<file path="src/inms_ram.sv">
`default_nettype none
// ----------------------------------------------------------------------------
// inms_ram
// Generic simple dual-port RAM: one write port, one read port with a
// registered read that holds while the read enable is low.
// ----------------------------------------------------------------------------
module inms_ram #(
   parameter int WIDTH = 8,
   parameter int DEPTH = 16
) (
   input  wire logic                     clock,
   input  wire logic                     wr_en,
   input  wire logic [$clog2(DEPTH)-1:0] wr_addr,
   input  wire logic [WIDTH-1:0]         wr_data,
   input  wire logic                     rd_en,
   input  wire logic [$clog2(DEPTH)-1:0] rd_addr,
   output logic      [WIDTH-1:0]         rd_data
);

   logic [WIDTH-1:0] mem_ff [DEPTH];
   logic [WIDTH-1:0] rd_data_ff;

   always_ff @(posedge clock) begin
      if (wr_en) begin
         mem_ff[wr_addr] <= wr_data;
      end
      if (rd_en) begin
         rd_data_ff <= mem_ff[rd_addr];
      end
   end

   assign rd_data = rd_data_ff;

endmodule : inms_ram
`default_nettype wire
</file>
<file path="config.mk">
export PLATFORM = sky130hd
export DESIGN_NAME = inms_ram
export DESIGN_NICKNAME = d
export VERILOG_FILES = /design/src/inms_ram.sv
export SDC_FILE = /design/constraint.sdc
export NUM_CORES = 1
export LEC_CHECK = 0
export BUFFER_PORTS_ARGS = -buffer_cell sky130_fd_sc_hd__buf_2
export CAP_MARGIN = 20
export CORE_MARGIN = 2
export CORE_UTILIZATION = 60
export CTS_CLUSTER_SIZE = 25
export DETAILED_ROUTE_END_ITERATION = 8
export PLACE_DENSITY = 0.78
export SLEW_MARGIN = 20
export SYNTH_ARGS = -nofsm -noshare
export SYNTH_HDL_FRONTEND = slang
export SYNTH_SLANG_ARGS = --single-unit
</file>
<file path="constraint.sdc">
create_clock -name clock -period 2.6 [get_ports clock]
set_clock_uncertainty 0.1 [all_clocks]
set_input_delay 0.52 -clock clock [delete_from_list [all_inputs] [get_ports clock]]
set_output_delay 0.52 -clock clock [all_outputs]
set_load 0.05 [all_outputs]
</file>
# Word level (Yosys, flattened, before mapping)
# Memory sizes are Yosys's and may differ from the RTL's. A register that Yosys moved wholly into a read port is not among the register bits.
# Index checks and enable logic that the tools add are counted.
# Widths: inputs -> output; s select.
word_totals:
  ff_bits: 0
  ram_bits: 128
  input_bits: 19
  out_inout_bits: 8
  mem_count: 1
mem_list:
  columns: ["name", "words", "width", "rd", "rd_clocked_by_memory_dff", "wr", "line", "rtl"]
  rows:
  - ["mem_ff", 16, 8, 1, 1, 1, "20", "logic [WIDTH-1:0] mem_ff [DEPTH];"]
op_classes:
  muxes: 2
ops:
  columns: ["operator", "count"]
  rows:
  - ["$mux 1", 2]

# Depth between registers and ports, before layout
depth:
  ltp_word: 2
  ltp_mapped: 5
  depth_no_buf: 3

# Worst setup path after synthesis
# OpenSTA, ideal clock, no wires.
synth_timing:
  kind: "input port to flip-flop"
  startpoint: "input port wr_addr[2]"
  endpoint: "memory mem_ff[0][0], enable pin"
  setup_ns: 0.383
  arrival_time_ns: 1.630
  required_ns: 2.117
  setup_slack_ns: 0.487
  cell_stages: 2
  path_cell_list: "or3b_2 > nor3_1"
synth_rtl:
  columns: ["element", "line", "rtl"]
  rows:
  - ["from (decl)", "13", "input wire logic [$clog2(DEPTH)-1:0] wr_addr,"]
  - ["to (decl)", "20", null]
# Straight into the memory's write port.

==> metrics.yaml <==
maxCapViolCount: 0
critPathKind: "in -> reg"
fp-row-count: 34
post_cts_resized: 0
core_area_mm2: 0.00859
start_kind: "input port"
die_h_um: 97.3
die_w_um: 97.3
hold_path_class: "in -> reg"
cpMaxStageDelayCell: "mux4_1"
cts_root_buffer: "clkbuf_8"
start_util_pct: 60.8
dpl.hpwl_mm: 5.88
synth.yosys.seq_area_share_pct: 78.1
reg2reg_slack_ns: 0.96
worst_pin_slew_ns: 0.753
clockBufferDepth: 2
yosys_warnings: 0
fmax_ghz: 0.564
cts_hold_buffers: 0
drive_above_1_share_pct: 32.0
critPathRequiredTime_ns: 2.75
antenna_found_initial: 0
globalplace.congestion: 0.768
final_max_slew_viol_count: 0
area_growth_syn_to_layout_pct: 18.1
vias: 2499
synth.cell_area_mm2: 0.00523
cts_setup_buffers: 0
grt_util_all_layers_pct: 22.8
postRouteAntennaNets: 0
ys_types: 18
drt_wl_total_mm: 9.70
finalPower_uw: 5140
clock_latency_ns: 0.51
io_pins: 27
grt_start_max_net_pins: 22
p_per_area_mw_per_mm2: 832
clock_sinks: 136
status: "finished clean"
htreeDepth: 4
netlist_top_cells_area: "edfxtp_1 78%, mux4_2 7.8%, mux4_1 7.0%"
cts_tree: "built"
grt_pass1_vias: 2547
path_cells: "buf_2 -> buf_12 -> mux4_1 -> a22oi_1 -> nand2_1"
first_pass_iters: 5
final-setup-viol-count: 0
drt-initial-drc-count: 256
slew_headroom_pct: 49.7
rsz0062_at_grt: "no"
final-hold-violation-count: 0
die_area_mm2: 0.00948
numCtsBuffers: 17
grt_pass1_wl_mm: 15.2
cpPeakStageDelay_ns: 0.58
avgRoutedWirePerCell_um: 23.9
synth_top_area_share_pct: 78.1
n_antenna_cell: 0
endpoint_kind: "flip-flop"
synth_top_area_cell: "edfxtp_1"
peakVddDrop_mv: 0.641
fin_crit_ns: 1.77
nets: 304
timing.final.crit_share_pct: 68.2
drc_errors: 0
syn_avg_cell_area_um2: 22.8
critPathArrivalTime_ns: 1.93
final_core_util_pct: 71.8
clk_pin_slew_ns: 0.06
vias_per_cell: 6.17
cp_max_fo: 21
power.leakage_uw: 0.00211
synth_nets: 248
port-buffer-count: 26
ys_ff_latch: 136
grt.overflow.total: 0
synth_cells: 229
finalSetupTns_ns: 0
==> logic make-up after synthesis <==
family          after synthesis  share of synthesized area [%]
buf+inv                      10                           1.65
mux                          32                           14.8
compound gates               16                           2.30
flops                       136                           78.1
simple gates                 35                           3.14
==> power breakdown <==
group	switching, uW	leakage, uW	internal [uW]	total (uW)
Sequential	14.1	0.00124	2470	2490
Combinational	161	0.000588	96.7	257
Clock	850	0.000284	1540	2390
Total	1020	0.00211	4110	5140
==> cells in the final DEF, fill, tap and decap left out, types with 2 or more instances in the layout <==
cell,n
nand3b_1,2
clkinvlp_4,3
nor3_1,4
nand2b_1,2
mux4_1,14
edfxtp_1,136
buf_2,26
clkbuf_16,16
nand2_1,9
bufinv_16,4
a22oi_1,16
mux4_2,18
clkinv_2,3
nor2_1,13
buf_4,20
==> critical path, delay by kind of cell <==
family	cells	cell delay [ns]
AND/OR/NAND/NOR	1	0.10
AO/OA/AOI/OAI	1	0.30
buffers and inverters	2	0.40
multiplexers	1	0.58
==> final timing paths <==
kind,startpoint,endpoint,cells past startpoint
max reg2reg,mem_ff[9][4],rd_data[4],3
min reg2reg,mem_ff[8][5],rd_data[5],3
min,rd_en,rd_data[7],1
max,rd_addr[0],rd_data[4],5
==> registers in the layout, indices dropped and copies added, names as in the netlist <==
register  flops
mem_ff      128
rd_data       8
==> area by class of cell <==
| class | count | area, um2 |
|---|---|---|
| clock buffer | 18 | 418 |
| clock inverter | 13 | 179 |
| sequential | 136 | 4080 |
| fill | 502 | 2420 |
| timing repair buffer | 47 | 300 |
| tap | 108 | 135 |
| multi-input combinational | 83 | 1060 |
==> Yosys cell counts <==
library cell	n
mux4_2	18
nand2_1	9
nor2b_1	1
nor3_1	4
and2_1	1
mux4_1	14
buf_6	3
clkdlybuf4s25_2	3
nor2_1	13
a22oi_1	16
buf_4	1
or3b_2	1
nand2b_1	2
edfxtp_1	136
and2b_1	1
nand3b_1	2
nand3_1	1
buf_2	3
==> per-stage QoR <==
step / area [um2] / hold slack, ns / instances / worst slack, ns
floorplan: 5230 / 0.519 / 229 / 0.487
global placement: 5580 / 0.627 / 374 / 0.354
detailed placement: 5580 / 0.636 / 374 / 0.330
CTS: 6170 / 0.262 / 405 / 0.807
global route: 6170 / 0.255 / 405 / 0.775
finish: 6170 / 0.281 / 405 / 0.827
==> routing by layer <==
metal	track usage [%]	vias up	wire length (um)
li1	-	1092	-
met4	7.48	0	108
met5	0	-	0
met2	34.1	118	4830
met3	6.83	10	706
met1	33.3	1279	4060
Note: power is estimated with default switching activity, not from simulation.
